==> config.mk <==
export PLATFORM = sky130hd
export DESIGN_NAME = internet_checksum_pseudo_header
export DESIGN_NICKNAME = d
export VERILOG_FILES = /design/src/design/icph_pkg.sv /design/src/design/icph_front.sv /design/src/design/icph_fifo.sv /design/src/design/icph_back.sv /design/src/design/internet_checksum_pseudo_header.sv
export SDC_FILE = /design/constraint.sdc
export NUM_CORES = 1
export LEC_CHECK = 0
export BUFFER_PORTS_ARGS = -buffer_cell sky130_fd_sc_hd__buf_2
export CAP_MARGIN = 20
export CELL_PAD_IN_SITES_DETAIL_PLACEMENT = 1
export CELL_PAD_IN_SITES_GLOBAL_PLACEMENT = 1
export CORE_UTILIZATION = 30
export DETAILED_ROUTE_END_ITERATION = 12
export GPL_TIMING_DRIVEN = 0
export MAX_ROUTING_LAYER = met4
export PLACE_DENSITY_LB_ADDON = 0.1
export SLEW_MARGIN = 20
export SYNTH_ARGS = -nofsm -noshare
export SYNTH_HDL_FRONTEND = slang
export SYNTH_SLANG_ARGS = --single-unit
==> constraint.sdc <==
create_clock -name clock -period 7.1 [get_ports clock]
set_input_delay 0.355 -clock clock [delete_from_list [all_inputs] [get_ports clock]]
set_output_delay 0.355 -clock clock [all_outputs]
set_load 0.01 [all_outputs]
==> src/design/icph_pkg.sv <==
package icph_pkg;

   // Width of the configuration register index
   localparam int CSR_INDEX_W = 8;

   // Configuration register indexes
   localparam logic [CSR_INDEX_W-1:0] CSR_PSEUDO_MODE         = 8'd0;
   localparam logic [CSR_INDEX_W-1:0] CSR_SOURCE_ADDRESS      = 8'd1;
   localparam logic [CSR_INDEX_W-1:0] CSR_DESTINATION_ADDRESS = 8'd2;
   localparam logic [CSR_INDEX_W-1:0] CSR_PROTOCOL_NUMBER     = 8'd3;

   // Reset value of the protocol byte (TCP)
   localparam logic [7:0] PROTOCOL_RESET = 8'd6;

   // Keeps the upper byte of a word that carries a lone trailing byte
   localparam logic [15:0] HIGH_BYTE_MASK = 16'hFF00;

   // One classified word on its way from the front to the back
   typedef struct packed {
      logic [15:0] word;
      logic        single;
      logic        last;
   } entry_type;

   // Configuration registers seen by the back end
   typedef struct packed {
      logic        pseudo_mode;
      logic [31:0] source_address;
      logic [31:0] destination_address;
      logic [7:0]  protocol_number;
   } cfg_type;

endpackage

==> src/design/icph_front.sv <==
module icph_front (
   input  logic                 req_valid,
   output logic                 req_ready,
   input  logic [15:0]          req_data_word,
   input  logic                 req_single_byte,
   input  logic                 req_last_item,
   output logic                 push_valid,
   input  logic                 push_ready,
   output icph_pkg::entry_type  push_data
);

   // Accept whenever the queue has room
   assign req_ready  = push_ready;
   assign push_valid = req_valid;

   // Pad a lone trailing byte with a zero low byte, tag the entry
   always_comb begin
      push_data.single = req_single_byte;
      push_data.last   = req_last_item;
      if (req_single_byte) begin
         push_data.word = req_data_word & icph_pkg::HIGH_BYTE_MASK;
      end else begin
         push_data.word = req_data_word;
      end
   end

endmodule

==> src/design/icph_fifo.sv <==
module icph_fifo #(
   parameter int DEPTH = 4
) (
   input  logic                 clock,
   input  logic                 reset,
   input  logic                 push_valid,
   output logic                 push_ready,
   input  icph_pkg::entry_type  push_data,
   output logic                 pop_valid,
   input  logic                 pop_ready,
   output icph_pkg::entry_type  pop_data
);

   localparam int PW = (DEPTH > 1) ? $clog2(DEPTH) : 1;
   localparam int CW = $clog2(DEPTH + 1);

   icph_pkg::entry_type mem_ff [DEPTH];
   logic [PW-1:0] wr_ptr_ff, wr_ptr_in;
   logic [PW-1:0] rd_ptr_ff, rd_ptr_in;
   logic [CW-1:0] count_ff, count_in;
   logic          push_take;
   logic          pop_take;

   assign push_ready = (count_ff != CW'(DEPTH));
   assign pop_valid  = (count_ff != '0);
   assign pop_data   = mem_ff[rd_ptr_ff];
   assign push_take  = push_valid && push_ready;
   assign pop_take   = pop_valid && pop_ready;

   // Advance pointers with wrap, track fill level
   always_comb begin
      wr_ptr_in = wr_ptr_ff;
      rd_ptr_in = rd_ptr_ff;
      count_in  = count_ff;
      if (push_take) begin
         wr_ptr_in = (wr_ptr_ff == PW'(DEPTH - 1)) ? '0 : wr_ptr_ff + PW'(1);
      end
      if (pop_take) begin
         rd_ptr_in = (rd_ptr_ff == PW'(DEPTH - 1)) ? '0 : rd_ptr_ff + PW'(1);
      end
      if (push_take && !pop_take) begin
         count_in = count_ff + CW'(1);
      end else if (!push_take && pop_take) begin
         count_in = count_ff - CW'(1);
      end
   end

   always_ff @(posedge clock) begin
      if (reset) begin
         wr_ptr_ff <= '0;
         rd_ptr_ff <= '0;
         count_ff  <= '0;
      end else begin
         wr_ptr_ff <= wr_ptr_in;
         rd_ptr_ff <= rd_ptr_in;
         count_ff  <= count_in;
      end
   end

   // Store entries, no reset needed for payload
   always_ff @(posedge clock) begin
      if (push_take) begin
         mem_ff[wr_ptr_ff] <= push_data;
      end
   end

endmodule

==> src/design/icph_back.sv <==
module icph_back (
   input  logic                 clock,
   input  logic                 reset,
   input  icph_pkg::cfg_type    cfg,
   input  logic                 pop_valid,
   output logic                 pop_ready,
   input  icph_pkg::entry_type  pop_data,
   output logic                 rsp_valid,
   input  logic                 rsp_ready,
   output logic [15:0]          rsp_checksum
);

   // End-around-carry add of two words
   function automatic logic [15:0] oc_add(input logic [15:0] a, input logic [15:0] b);
      logic [16:0] s;
      logic [16:0] f;
      s = {1'b0, a} + {1'b0, b};
      f = {1'b0, s[15:0]} + {16'd0, s[16]};
      return f[15:0];
   endfunction

   logic [15:0] sum_ff, sum_in;
   logic [15:0] count_ff, count_in;
   logic [15:0] cfg_sum_ff, cfg_sum_in;
   logic        fin_valid_ff, fin_valid_in;
   logic [15:0] fin_sum_ff;
   logic [15:0] fin_count_ff;
   logic        rsp_valid_ff, rsp_valid_in;
   logic [15:0] rsp_checksum_ff;
   logic [15:0] word_sum;
   logic [15:0] word_count;
   logic [16:0] count_wide;
   logic        take;
   logic        fin_advance;
   logic [18:0] cfg_wide;
   logic [16:0] cfg_fold;
   logic [16:0] cfg_fold2;
   logic [17:0] fin_wide;
   logic [16:0] fin_fold;
   logic [16:0] fin_fold2;
   logic [15:0] final_sum;

   assign rsp_valid    = rsp_valid_ff;
   assign rsp_checksum = rsp_checksum_ff;

   // Pre-sum the address and protocol words of the pseudo-header
   always_comb begin
      cfg_wide = {3'd0, cfg.source_address[31:16]} + {3'd0, cfg.source_address[15:0]}
               + {3'd0, cfg.destination_address[31:16]}
               + {3'd0, cfg.destination_address[15:0]}
               + {11'd0, cfg.protocol_number};
      cfg_fold   = {1'b0, cfg_wide[15:0]} + {14'd0, cfg_wide[18:16]};
      cfg_fold2  = {1'b0, cfg_fold[15:0]} + {16'd0, cfg_fold[16]};
      cfg_sum_in = cfg_fold2[15:0];
   end

   assign fin_advance = fin_valid_ff && (!rsp_valid_ff || rsp_ready);
   assign pop_ready   = !pop_data.last || !fin_valid_ff || fin_advance;
   assign take        = pop_valid && pop_ready;

   // Accumulate the word and the saturating byte count
   always_comb begin
      word_sum   = oc_add(sum_ff, pop_data.word);
      count_wide = {1'b0, count_ff} + (pop_data.single ? 17'd1 : 17'd2);
      word_count = count_wide[16] ? 16'hFFFF : count_wide[15:0];
      sum_in     = sum_ff;
      count_in   = count_ff;
      if (take) begin
         if (pop_data.last) begin
            sum_in   = '0;
            count_in = '0;
         end else begin
            sum_in   = word_sum;
            count_in = word_count;
         end
      end
      fin_valid_in = (take && pop_data.last) || (fin_valid_ff && !fin_advance);
   end

   // Fold in the pseudo-header when enabled and complement
   always_comb begin
      fin_wide  = {2'd0, fin_sum_ff} + {2'd0, fin_count_ff} + {2'd0, cfg_sum_ff};
      fin_fold  = {1'b0, fin_wide[15:0]} + {15'd0, fin_wide[17:16]};
      fin_fold2 = {1'b0, fin_fold[15:0]} + {16'd0, fin_fold[16]};
      final_sum = cfg.pseudo_mode ? fin_fold2[15:0] : fin_sum_ff;
      rsp_valid_in = rsp_valid_ff;
      if (fin_advance) begin
         rsp_valid_in = 1'b1;
      end else if (rsp_ready) begin
         rsp_valid_in = 1'b0;
      end
   end

   always_ff @(posedge clock) begin
      if (reset) begin
         sum_ff       <= '0;
         count_ff     <= '0;
         fin_valid_ff <= 1'b0;
         rsp_valid_ff <= 1'b0;
      end else begin
         sum_ff       <= sum_in;
         count_ff     <= count_in;
         fin_valid_ff <= fin_valid_in;
         rsp_valid_ff <= rsp_valid_in;
      end
   end

   // Hold payload registers
   always_ff @(posedge clock) begin
      cfg_sum_ff <= cfg_sum_in;
      if (take && pop_data.last) begin
         fin_sum_ff   <= word_sum;
         fin_count_ff <= word_count;
      end
      if (fin_advance) begin
         rsp_checksum_ff <= ~final_sum;
      end
   end

endmodule

==> src/design/internet_checksum_pseudo_header.sv <==
// Internet checksum with optional TCP/UDP IPv4 pseudo-header.
// Request channel (req_): one network-order 16-bit word per transaction,
// req_single_byte marks a lone trailing byte in the upper half, and
// req_last_item closes the segment. Response channel (rsp_): one
// transaction carrying the complemented sum for each closing word.
// Config channel (csr_): index 0 pseudo mode, 1 source address,
// 2 destination address, 3 protocol number; write only while idle.
// Words are taken at one word per clock while the queue has room; the
// end-around-carry accumulator adds each word as it pops. The closing
// word passes the queue, the final-sum register and the pseudo-header
// fold into the response register. A FIFO_DEPTH-entry queue sits between
// the word intake and the accumulator, so words keep flowing while a
// response waits; when the receiver stalls, the queue fills and req_ready drops.
// Reset clears the running sum, the byte count and all valid flags, and
// returns the registers to mode 0, zero addresses and protocol 6.
module internet_checksum_pseudo_header #(
   parameter int FIFO_DEPTH = 4
) (
   input  logic                              clock,
   input  logic                              reset,
   input  logic                              req_valid,
   output logic                              req_ready,
   input  logic [15:0]                       req_data_word,
   input  logic                              req_single_byte,
   input  logic                              req_last_item,
   output logic                              rsp_valid,
   input  logic                              rsp_ready,
   output logic [15:0]                       rsp_checksum,
   input  logic                              csr_valid,
   output logic                              csr_ready,
   input  logic [icph_pkg::CSR_INDEX_W-1:0]  csr_index,
   input  logic [31:0]                       csr_data
);

   icph_pkg::cfg_type   cfg_ff, cfg_in;
   icph_pkg::entry_type push_data;
   icph_pkg::entry_type pop_data;
   logic                push_valid;
   logic                push_ready;
   logic                pop_valid;
   logic                pop_ready;

   assign csr_ready = 1'b1;

   // Decode register writes
   always_comb begin
      cfg_in = cfg_ff;
      if (csr_valid) begin
         unique case (csr_index)
            icph_pkg::CSR_PSEUDO_MODE:         cfg_in.pseudo_mode = csr_data[0];
            icph_pkg::CSR_SOURCE_ADDRESS:      cfg_in.source_address = csr_data;
            icph_pkg::CSR_DESTINATION_ADDRESS: cfg_in.destination_address = csr_data;
            icph_pkg::CSR_PROTOCOL_NUMBER:     cfg_in.protocol_number = csr_data[7:0];
            default:                           cfg_in = cfg_ff;
         endcase
      end
   end

   always_ff @(posedge clock) begin
      if (reset) begin
         cfg_ff.pseudo_mode         <= 1'b0;
         cfg_ff.source_address      <= '0;
         cfg_ff.destination_address <= '0;
         cfg_ff.protocol_number     <= icph_pkg::PROTOCOL_RESET;
      end else begin
         cfg_ff <= cfg_in;
      end
   end

   icph_front u_front (
      .req_valid       (req_valid),
      .req_ready       (req_ready),
      .req_data_word   (req_data_word),
      .req_single_byte (req_single_byte),
      .req_last_item   (req_last_item),
      .push_valid      (push_valid),
      .push_ready      (push_ready),
      .push_data       (push_data)
   );

   icph_fifo #(
      .DEPTH (FIFO_DEPTH)
   ) u_fifo (
      .clock      (clock),
      .reset      (reset),
      .push_valid (push_valid),
      .push_ready (push_ready),
      .push_data  (push_data),
      .pop_valid  (pop_valid),
      .pop_ready  (pop_ready),
      .pop_data   (pop_data)
   );

   icph_back u_back (
      .clock        (clock),
      .reset        (reset),
      .cfg          (cfg_ff),
      .pop_valid    (pop_valid),
      .pop_ready    (pop_ready),
      .pop_data     (pop_data),
      .rsp_valid    (rsp_valid),
      .rsp_ready    (rsp_ready),
      .rsp_checksum (rsp_checksum)
   );

endmodule
# Word level (Yosys, flattened, before mapping)
# Memories as Yosys holds them, arrays and structs flattened. A register that Yosys moved wholly into a read port is not among the register bits.
# Cells that the tools add are included.
# classes
add_sub_neg	17
eq_ne	6
bitwise_logic	1
n_reduce_logical	25
muxes	16
# op_table
operator	n
two-way mux 16 bit	4
adder 16 x 16 -> 17 bit	3
adder 16 x 1 -> 16 bit	3
adder 19 x 16 -> 19 bit	2
adder 19 x 8 -> 19 bit	1
adder 18 x 16 -> 18 bit	1
adder 16 x 17 -> 17 bit	1
adder 16 x 2 -> 17 bit	1
adder 16 x 3 -> 17 bit	1
equality test 8 x 2 -> 1 bit, second input constant	2
inverter 16 bit	1
two-way mux 2 bit	5
equality test 8 x 1 -> 1 bit, second input constant	1
logical NOT 8 bit	1
two-way mux 8 bit	1
AND reduction 2 bit	4
logical AND 1 bit	7
logical NOT 1 bit	6
two-way mux 3 bit	2
adder 2 x 1 -> 2 bit, second input constant	2
equality test 2 bit, second input constant	2
logical OR 1 bit	4
two-way mux 1 bit	4
nonzero test 2 bit	2
4 further kinds	4
# totals
out_inout_bits	19
wordCells	81
input_bits	63
mem_bits_rw	72
reg_bits	178
memories	1
# mem_list
memory	words	width	read_ports	rd_clocked_by_memory_dff	wr	line_no	rtl
u_fifo.mem_ff	4	18	1	1	1	icph_fifo.sv:17	icph_pkg::entry_type mem_ff [DEPTH];

# Longest topological paths before layout
# Gate-level depths: netlist of run 1.
# logic_depth
ltp_word	8
ltp_mapped	41
mapped_depth_nobuf	41

# By module
# From an unflattened synthesis of run 1, not the netlist that was laid out.
# unflattened
cells_unflattened	1405
hier_area_um2	15192.1
# by_module_without_submodules
mod	cells_per_inst	seq_area_each_um2	area_each_um2	n_inst
icph_back	962	2442.3	8946.1	1
icph_fifo	142	2342.2	3075.4	1
internet_checksum_pseudo_header	281	1461.4	3030.4	1
icph_front	20	0.0	140.1	1

# Worst setup path before layout of run 1
# Ideal clock, no wire load.
# synth_timing
path_type	register -> register
startpoint	register cfg_ff[40] in the netlist's numbering
endpoint	register u_back.cfg_sum_ff[15]
slack_ns	-0.328
required_time_ns	6.973
synth_period_minus_slack_ns	7.428
t_arrival_ns	7.301
stages_incl_launch_ff	39
path_cell_list	dfxtp_1 ha_1 inv_1 fa_1 nor2b_1 o21ai_0 a21boi_0 o21ai_0 a21oi_1 nor2_1 fa_1 inv_1 fa_1 inv_1 ha_1 nor4_1 o21ai_0 o211ai_1 [... 3 more ...] o21a_1 o21ai_0 a21boi_0 o21a_1 ha_1 a21oi_1 nor2_1 nand4_1 nor3_1 and2_1 ha_1 nand3_1 nor3_1 o21a_1 nand4b_1 nor4b_1 o21ai_0 xor2_1
# synth_between
elab_chain_len	6
# synth_lines
element	line_no	rtl
start, declared	internet_checksum_pseudo_header.sv:35	icph_pkg::cfg_type cfg_ff, cfg_in;
start signal, assigned	internet_checksum_pseudo_header.sv:66	cfg_ff <= cfg_in;
adder 16 x 16 -> 17 bit	icph_back.sv:48	cfg_wide = {3'd0, cfg.source_address[31:16]} + {3'd0, cfg.source_address[15:0]}
adder 19 x 16 -> 19 bit	icph_back.sv:49	+ {3'd0, cfg.destination_address[31:16]}
adder 19 x 16 -> 19 bit	icph_back.sv:50	+ {3'd0, cfg.destination_address[15:0]}
adder 19 x 8 -> 19 bit	icph_back.sv:51	+ {11'd0, cfg.protocol_number};
adder 16 x 3 -> 17 bit	icph_back.sv:52	cfg_fold = {1'b0, cfg_wide[15:0]} + {14'd0, cfg_wide[18:16]};
adder 16 x 1 -> 16 bit	icph_back.sv:53	cfg_fold2 = {1'b0, cfg_fold[15:0]} + {16'd0, cfg_fold[16]};
via u_back.cfg_fold2[15]	icph_back.sv:37	logic [16:0] cfg_fold2;
end signal, assigned	icph_back.sv:110	cfg_sum_ff <= cfg_sum_in;
end, declared	icph_back.sv:24	logic [15:0] cfg_sum_ff, cfg_sum_in;
# The timed path passes the listed nets, and every way through them passes these cells.
# A chain may end at the register's enable or synchronous reset.

# Final worst setup path of run 1
# layout_timing
startpoint	register cfg_ff[40] in the netlist's numbering
endpoint	register u_back.cfg_sum_ff[14]
# The elaborated chain is that of the path after synthesis.

==> impl_metrics.env, run 1 <==
export IMPL_htree_levels=1
export IMPL_rsz0062_at_grt="yes"
export IMPL_hpwlAfterDp_um=32900
export IMPL_die_y_um=225
export IMPL_maxClockFrequency_ghz=0.134
export IMPL_drt_wl_total_um=43100
export IMPL_ys_warnings_count=0
export IMPL_critical_path_buf_inv_count=3
export IMPL_tritoncts="yes"
export IMPL_worst_slack_ns=-0.349
export IMPL_synth_common_cells="nand2_1, dfxtp_1, a21oi_1, edfxtp_1, ha_1"
export IMPL_area_sequential_sq_um=6250
export IMPL_worstSkewPairLatency_ns=0.61
export IMPL_report_final_slew_viol_count=0
export IMPL_post_dp_cell_area_sq_um=16300
export IMPL_buffer_ports_inserted=80
export IMPL_syn_mean_instance_area_sq_um=9.89
export IMPL_worst_setup_path_category="reg -> reg"
export IMPL_synth_top_area_share_pct=24.1
export IMPL_hold_slack_ns=0.0265
export IMPL_non_filler_instances=2399
export IMPL_syn_nets=1718
export IMPL_violations="setup timing"
export IMPL_route_antenna_remaining_nets=0
export IMPL_drt_vias_per_instance=4.85
export IMPL_clkTransAtPathRegs_ns=0.06
export IMPL_slew_headroom_pct=33.6
export IMPL_cp_required_ns=7.60
export IMPL_top_ports=82
export IMPL_die_outline_area_sq_um=50800
export IMPL_layout_drive_gt1_share_pct=21.7
export IMPL_cp_capture_type="register"
export IMPL_cts_inserted_buffers=30
export IMPL_detailroute_via_count=11645
export IMPL_routabilityCongestion=0.789
export IMPL_power_density_cell_area_nw_per_um2=451
export IMPL_max_slew_worst_pin_slew_ns=0.997
export IMPL_post_synth_instance_area_sq_um=15000
export IMPL_std_cell_rows=81
export IMPL_cp_max_fo=3
export IMPL_design_power_total_w=0.00845
export IMPL_finalClockSkew_ns=0.0541
export IMPL_grt_pass1_wl_um=67800
export IMPL_place_ws_ns=-1.47
export IMPL_synth_register_bits=252
export IMPL_max_cap_viol_count=0
export IMPL_dpl_cell_count=2259
export IMPL_synth_edf_count=120
export IMPL_min_delay_path_class="in -> reg"
export IMPL_avgRoutedWirePerCell_um=18.0
export IMPL_fill_cells=5531
export IMPL_post_synth_inst_count=1514
export IMPL_worstPathArrival_ns=7.95
export IMPL_start_util_pct=30.5
export IMPL_overflow=0
export IMPL_cts_path_max_buffers=3
export IMPL_first_global_vias=12309
export IMPL_clock_tree_root_cell="clkbuf_16"
export IMPL_chipWidth_um=225
export IMPL_post_synth_top_count_cell="nand2_1"
export IMPL_max_stage_delay_ns=0.57
export IMPL_first_pass_iters=4
export IMPL_synthToLayoutAreaGrowth_pct=25.0
export IMPL_async_flop_share_pct=0
export IMPL_seq_area_frac_synth_pct=41.7
export IMPL_grt_antenna_before_repair=0
export IMPL_floorplan_core_area_sq_um=49100
export IMPL_synthFlopType="dfxtp_1"
export IMPL_finalCriticalPeriod_ns=7.45
export IMPL_grt_start_max_net_pins=21
export IMPL_multiInputGateArea_sq_um=8940
export IMPL_netlist_top_cells_area="edfxtp_1, dfxtp_1, ha_1"
export IMPL_fin_nets=1915
export IMPL_synth_largest_area_cell="edfxtp_1"
export IMPL_drtIter0Drc=390
export IMPL_cpLargestDelayFamily="adder cells"
export IMPL_p_leak_nw=7.20
export IMPL_drc=0
export IMPL_setup_viol_count_final=7
export IMPL_n_antenna_cell=0
export IMPL_power_ir_vdd_worst_v=0.000287
export IMPL_tritoncts_num_sinks=252
export IMPL_status="finished with violations"
export IMPL_yosys_cell_types_count=91
export IMPL_worst_setup_path_start_kind="register"
export IMPL_design_area_sq_um=18700
export IMPL_final_number_of_hold_violating_endpoints=0
export IMPL_grt_total_usage_pct=17.6
export IMPL_final_min_period_over_clock_period_pct=105
export IMPL_crit_path_top_delay_cell="fa_1"
## state kept, by name, summed over array words and instances (netlist names), named ones only
register	flops
u_back.sum_ff	16
u_fifo.wr_ptr_ff	2
u_back.rsp_checksum	16
u_back.fin_sum_ff	16
u_back.cfg_sum_ff	16
u_back.fin_valid_ff	1
u_back.rsp_valid	1
u_back.fin_count_ff	16
u_fifo.rd_ptr_ff	2
u_fifo.count_ff	3
cfg_ff	73
u_back.count_ff	16
u_fifo.mem_ff	72
## routing by layer
metal  global-route usage (%)  vias to the layer above  part of all wire (%)
li1                         -                     5801                     -
met1                     22.9                     5675                    48
met2                     29.3                      110                    47
met3                     1.73                       59                   2.7
met4                     4.50                        0                   2.5
met5                        -                        -                     0
## cells by family after synthesis
| kind of cell | after synthesis | synth area share (%) |
|---|---|---|
| adders and majority gates | 141 | 13.4 |
| muxes | 32 | 3.64 |
| xor gates and xnor gates | 126 | 7.37 |
| buffers and inverters | 135 | 3.59 |
| other | 1 | 0.0250 |
| AOI/OAI and AO/OA | 333 | 14.6 |
| DFF | 252 | 41.7 |
| and+or+nand+nor | 494 | 15.7 |
## through the flow
| stage | util, % | setup TNS (ns) |
|---|---|---|
| after global placement | 33.2 | -24.33 |
| after CTS | 37.2 | -1.39 |
| after global routing | 38.2 | -5.54 |
| after detailed placement | 33.3 | -24.88 |
| final | 38.2 | -1.29 |
| after floorplan | - | 0 |
## what timing repair did
action	4_1_cts	5_1_grt
cloned	0	0
endpoints found under the setup margin	31	24
buffers inserted	53	19
hold buffers	19	0
resized for setup	86	71
hold endpoints to repair	53	0
pin swaps	62	77
## final timing paths
path | startpoint | endpoint | slack (ns) | depth (start not counted)
hold / removal | csr_data[21] | cfg_ff[29] | 0.03 | 3
hold reg to reg | cfg_ff[8] | cfg_ff[8] | 0.46 | 2
setup / recovery | cfg_ff[40] | u_back.cfg_sum_ff[14] | -0.35 | 41
setup reg to reg | cfg_ff[40] | u_back.cfg_sum_ff[14] | -0.35 | 41
## worst register-to-register path, delay by kind of cell, from the launching register on
kind                     cells  cell delay, ns
AND/OR/NAND/NOR             14            2.24
XOR/XNOR                     1            0.12
buffers and inverters        3            0.14
flip-flops                   1            0.36
adder cells (fa/ha/maj)      9            2.50
AO/OA/AOI/OAI               14            2.04
## layout make-up
| cell class | instances | share of cell area (%) |
|---|---|---|
| clock buffer | 40 | 4.32 |
| multi-input combinational | 1127 | 47.7 |
| timing repair buffer | 168 | 6.09 |
| inverter | 83 | 1.66 |
| sequential | 252 | 33.4 |
| clock inverter | 16 | 1.23 |
| tap | 664 | 4.44 |
| buffer | 49 | 1.15 |
## report_power, final
group / switching [W] / total, W / internal (W)
combinational: 0.00290 / 0.00482 / 0.00192
clock: 0.000649 / 0.00163 / 0.000982
sequential: 0.000152 / 0.00199 / 0.00184
## cells in the final DEF, fill, tap and decap left out, types with 40 or more instances in the layout
cell / n
clkbuf_1: 48
edfxtp_1: 120
xor2_1: 40
dfxtp_1: 130
inv_1: 78
xnor2_1: 80
a21oi_1: 107
nor2_1: 97
nand2_1: 191
buf_2: 82
buf_4: 66
ha_1: 88
(Power assumes the default switching activity.)
==> run 2, diff against run 1 <==
--- a/config.mk
+++ b/config.mk
@@ -6,9 +6,10 @@
 export NUM_CORES = 1
 export LEC_CHECK = 0
 export BUFFER_PORTS_ARGS = -buffer_cell sky130_fd_sc_hd__buf_2
-export CAP_MARGIN = 20
+export CAP_MARGIN = 40
 export CELL_PAD_IN_SITES_DETAIL_PLACEMENT = 1
 export CELL_PAD_IN_SITES_GLOBAL_PLACEMENT = 1
+export CORE_ASPECT_RATIO = 1.5
 export CORE_UTILIZATION = 30
 export DETAILED_ROUTE_END_ITERATION = 12
 export GPL_TIMING_DRIVEN = 0
==> impl_metrics.env, run 2 (synthesized netlist as in run 1, its figures left out) <==
export IMPL_clock_tree_root_cell="clkbuf_16"
export IMPL_maxClockFrequency_ghz=0.137
export IMPL_drt_vias_per_instance=4.93
export IMPL_grt_pass1_wl_um=69600
export IMPL_overflow=0
export IMPL_tritoncts="yes"
export IMPL_htree_levels=1
export IMPL_chipWidth_um=184
export IMPL_min_delay_path_class="in -> reg"
export IMPL_first_pass_iters=4
export IMPL_floorplan_core_area_sq_um=48900
export IMPL_violations="setup timing"
export IMPL_worst_slack_ns=-0.201
export IMPL_detailroute_via_count=11766
export IMPL_setup_slack_on_the_worst_flop_to_flop_path_ns=-0.20
export IMPL_hpwlAfterDp_um=34500
export IMPL_layout_drive_gt1_share_pct=22.4
export IMPL_first_global_vias=12582
export IMPL_top_ports=82
export IMPL_drc=0
export IMPL_drtIter0Drc=349
export IMPL_finalClockSkew_ns=0.0219
export IMPL_crit_path_top_delay_cell="fa_1"
export IMPL_finalCriticalPeriod_ns=7.30
export IMPL_synthToLayoutAreaGrowth_pct=25.0
export IMPL_final_min_period_over_clock_period_pct=103
export IMPL_most_common_library_cell_in_the_layout_ignoring_fill_and_taps="nand2_1"
export IMPL_mostFrequentLayoutCells="nand2_1, dfxtp_1, edfxtp_1"
export IMPL_critical_path_top_cell_by_count="ha_4"
export IMPL_drt_wl_total_um=44800
export IMPL_cp_capture_type="register"
export IMPL_cp_required_ns=7.58
export IMPL_design_power_total_w=0.00879
export IMPL_clkTransAtPathRegs_ns=0.06
export IMPL_report_final_slew_viol_count=0
export IMPL_fin_nets=1912
export IMPL_worst_setup_path_category="reg -> reg"
export IMPL_final_number_of_hold_violating_endpoints=0
export IMPL_cp_max_fo=5
export IMPL_avgRoutedWirePerCell_um=18.8
export IMPL_grt_total_usage_pct=18.3
export IMPL_worstSkewPairLatency_ns=0.58
export IMPL_max_slew_worst_pin_slew_ns=0.854
export IMPL_setup_viol_count_final=4
export IMPL_routabilityCongestion=0.828
export IMPL_tritoncts_num_sinks=252
export IMPL_start_util_pct=30.6
export IMPL_route_antenna_remaining_nets=0
export IMPL_worstPathArrival_ns=7.78
export IMPL_cts_path_max_buffers=3
export IMPL_std_cell_rows=99
export IMPL_cts_inserted_buffers=28
export IMPL_reg_top3="cfg_ff (73), u_fifo.mem_ff (72)"
export IMPL_timing_setup_tns_ns=-0.676
export IMPL_p_leak_nw=7.17
export IMPL_die_outline_area_sq_um=50800
export IMPL_die_y_um=276
export IMPL_n_antenna_cell=0
export IMPL_max_cap_viol_count=0
export IMPL_grt_start_max_net_pins=22
export IMPL_max_stage_delay_ns=0.50
export IMPL_largest_register="cfg_ff"
export IMPL_grt_antenna_before_repair=0
export IMPL_power_density_cell_area_nw_per_um2=469
export IMPL_rsz0062_at_grt="yes"
export IMPL_largest_register_ff_count=73
export IMPL_power_ir_vdd_worst_v=0.000246
export IMPL_buffer_ports_inserted=80
export IMPL_status="finished with violations"
export IMPL_slew_headroom_pct=43.1
export IMPL_worst_setup_path_start_kind="register"
## run 2: cell type report
cell class / instances / area, sq um
Multi-Input combinational cell: 1127 / 9080
Timing Repair Buffer: 167 / 1140
Clock buffer: 46 / 830
Tap cell: 656 / 821
Buffer: 49 / 215
Clock inverter: 6 / 80.1
Inverter: 83 / 312
Sequential cell: 252 / 6250
Fill cell: 5543 / 30200
## run 2: worst max-delay path: cells and delay by family (launching register included)
| kind | cells | cell delay [ns] |
|---|---|---|
| buffers and inverters | 6 | 0.47 |
| adders and majority gates | 9 | 2.39 |
| xor gates and xnor gates | 1 | 0.14 |
| and+or+nand+nor | 14 | 2.13 |
| DFF | 1 | 0.35 |
| AOI/OAI and AO/OA | 12 | 1.76 |
## run 2: metal layers
metal,track usage (%),vias up,share of wire [%]
li1,-,5785,-
met1,20.3,5793,41
met4,5.07,0,2.5
met5,-,-,0
met3,1.64,46,2.4
met2,34.5,142,54
## run 2: power by group
| part | internal, W | switching, W | total, W |
|---|---|---|---|
| Sequential | 0.00184 | 0.000151 | 0.00199 |
| Clock | 0.000835 | 0.000618 | 0.00145 |
| Combinational | 0.00207 | 0.00327 | 0.00534 |
| Total | 0.00475 | 0.00404 | 0.00879 |
## run 2: what timing repair did
action | CTS | global route
setup buffers | 50 | 20
hold buffers | 9 | 0
endpoints found under the hold margin | 36 | 0
pin swaps | 76 | 71
resized for setup | 109 | 61
endpoints found under the setup margin | 32 | 26
## run 2: path summary, 6_finish.rpt
path,endpoint,from,cells past startpoint
max,u_back.cfg_sum_ff[14],cfg_ff[40],42
min,cfg_ff[52],csr_data[12],3
max reg2reg,u_back.cfg_sum_ff[14],cfg_ff[40],42
min reg2reg,cfg_ff[9],cfg_ff[9],2
## run 2: stage by stage
stage / hold slack, ns / instances / instance area (sq um) / utilization (%) / setup WS (ns)
finish: 0.0449 / 2386 / 18700 / 38.3 / -0.201
floorplan: 0.432 / 1514 / 15000 / - / 0.0167
global placement: 0.440 / 2250 / 16300 / 33.2 / -1.51
detailed placement: 0.445 / 2257 / 16400 / 33.5 / -1.68
global route: 0.0338 / 2386 / 18700 / 38.3 / -0.657
CTS: 0.0196 / 2366 / 18200 / 37.2 / -0.453
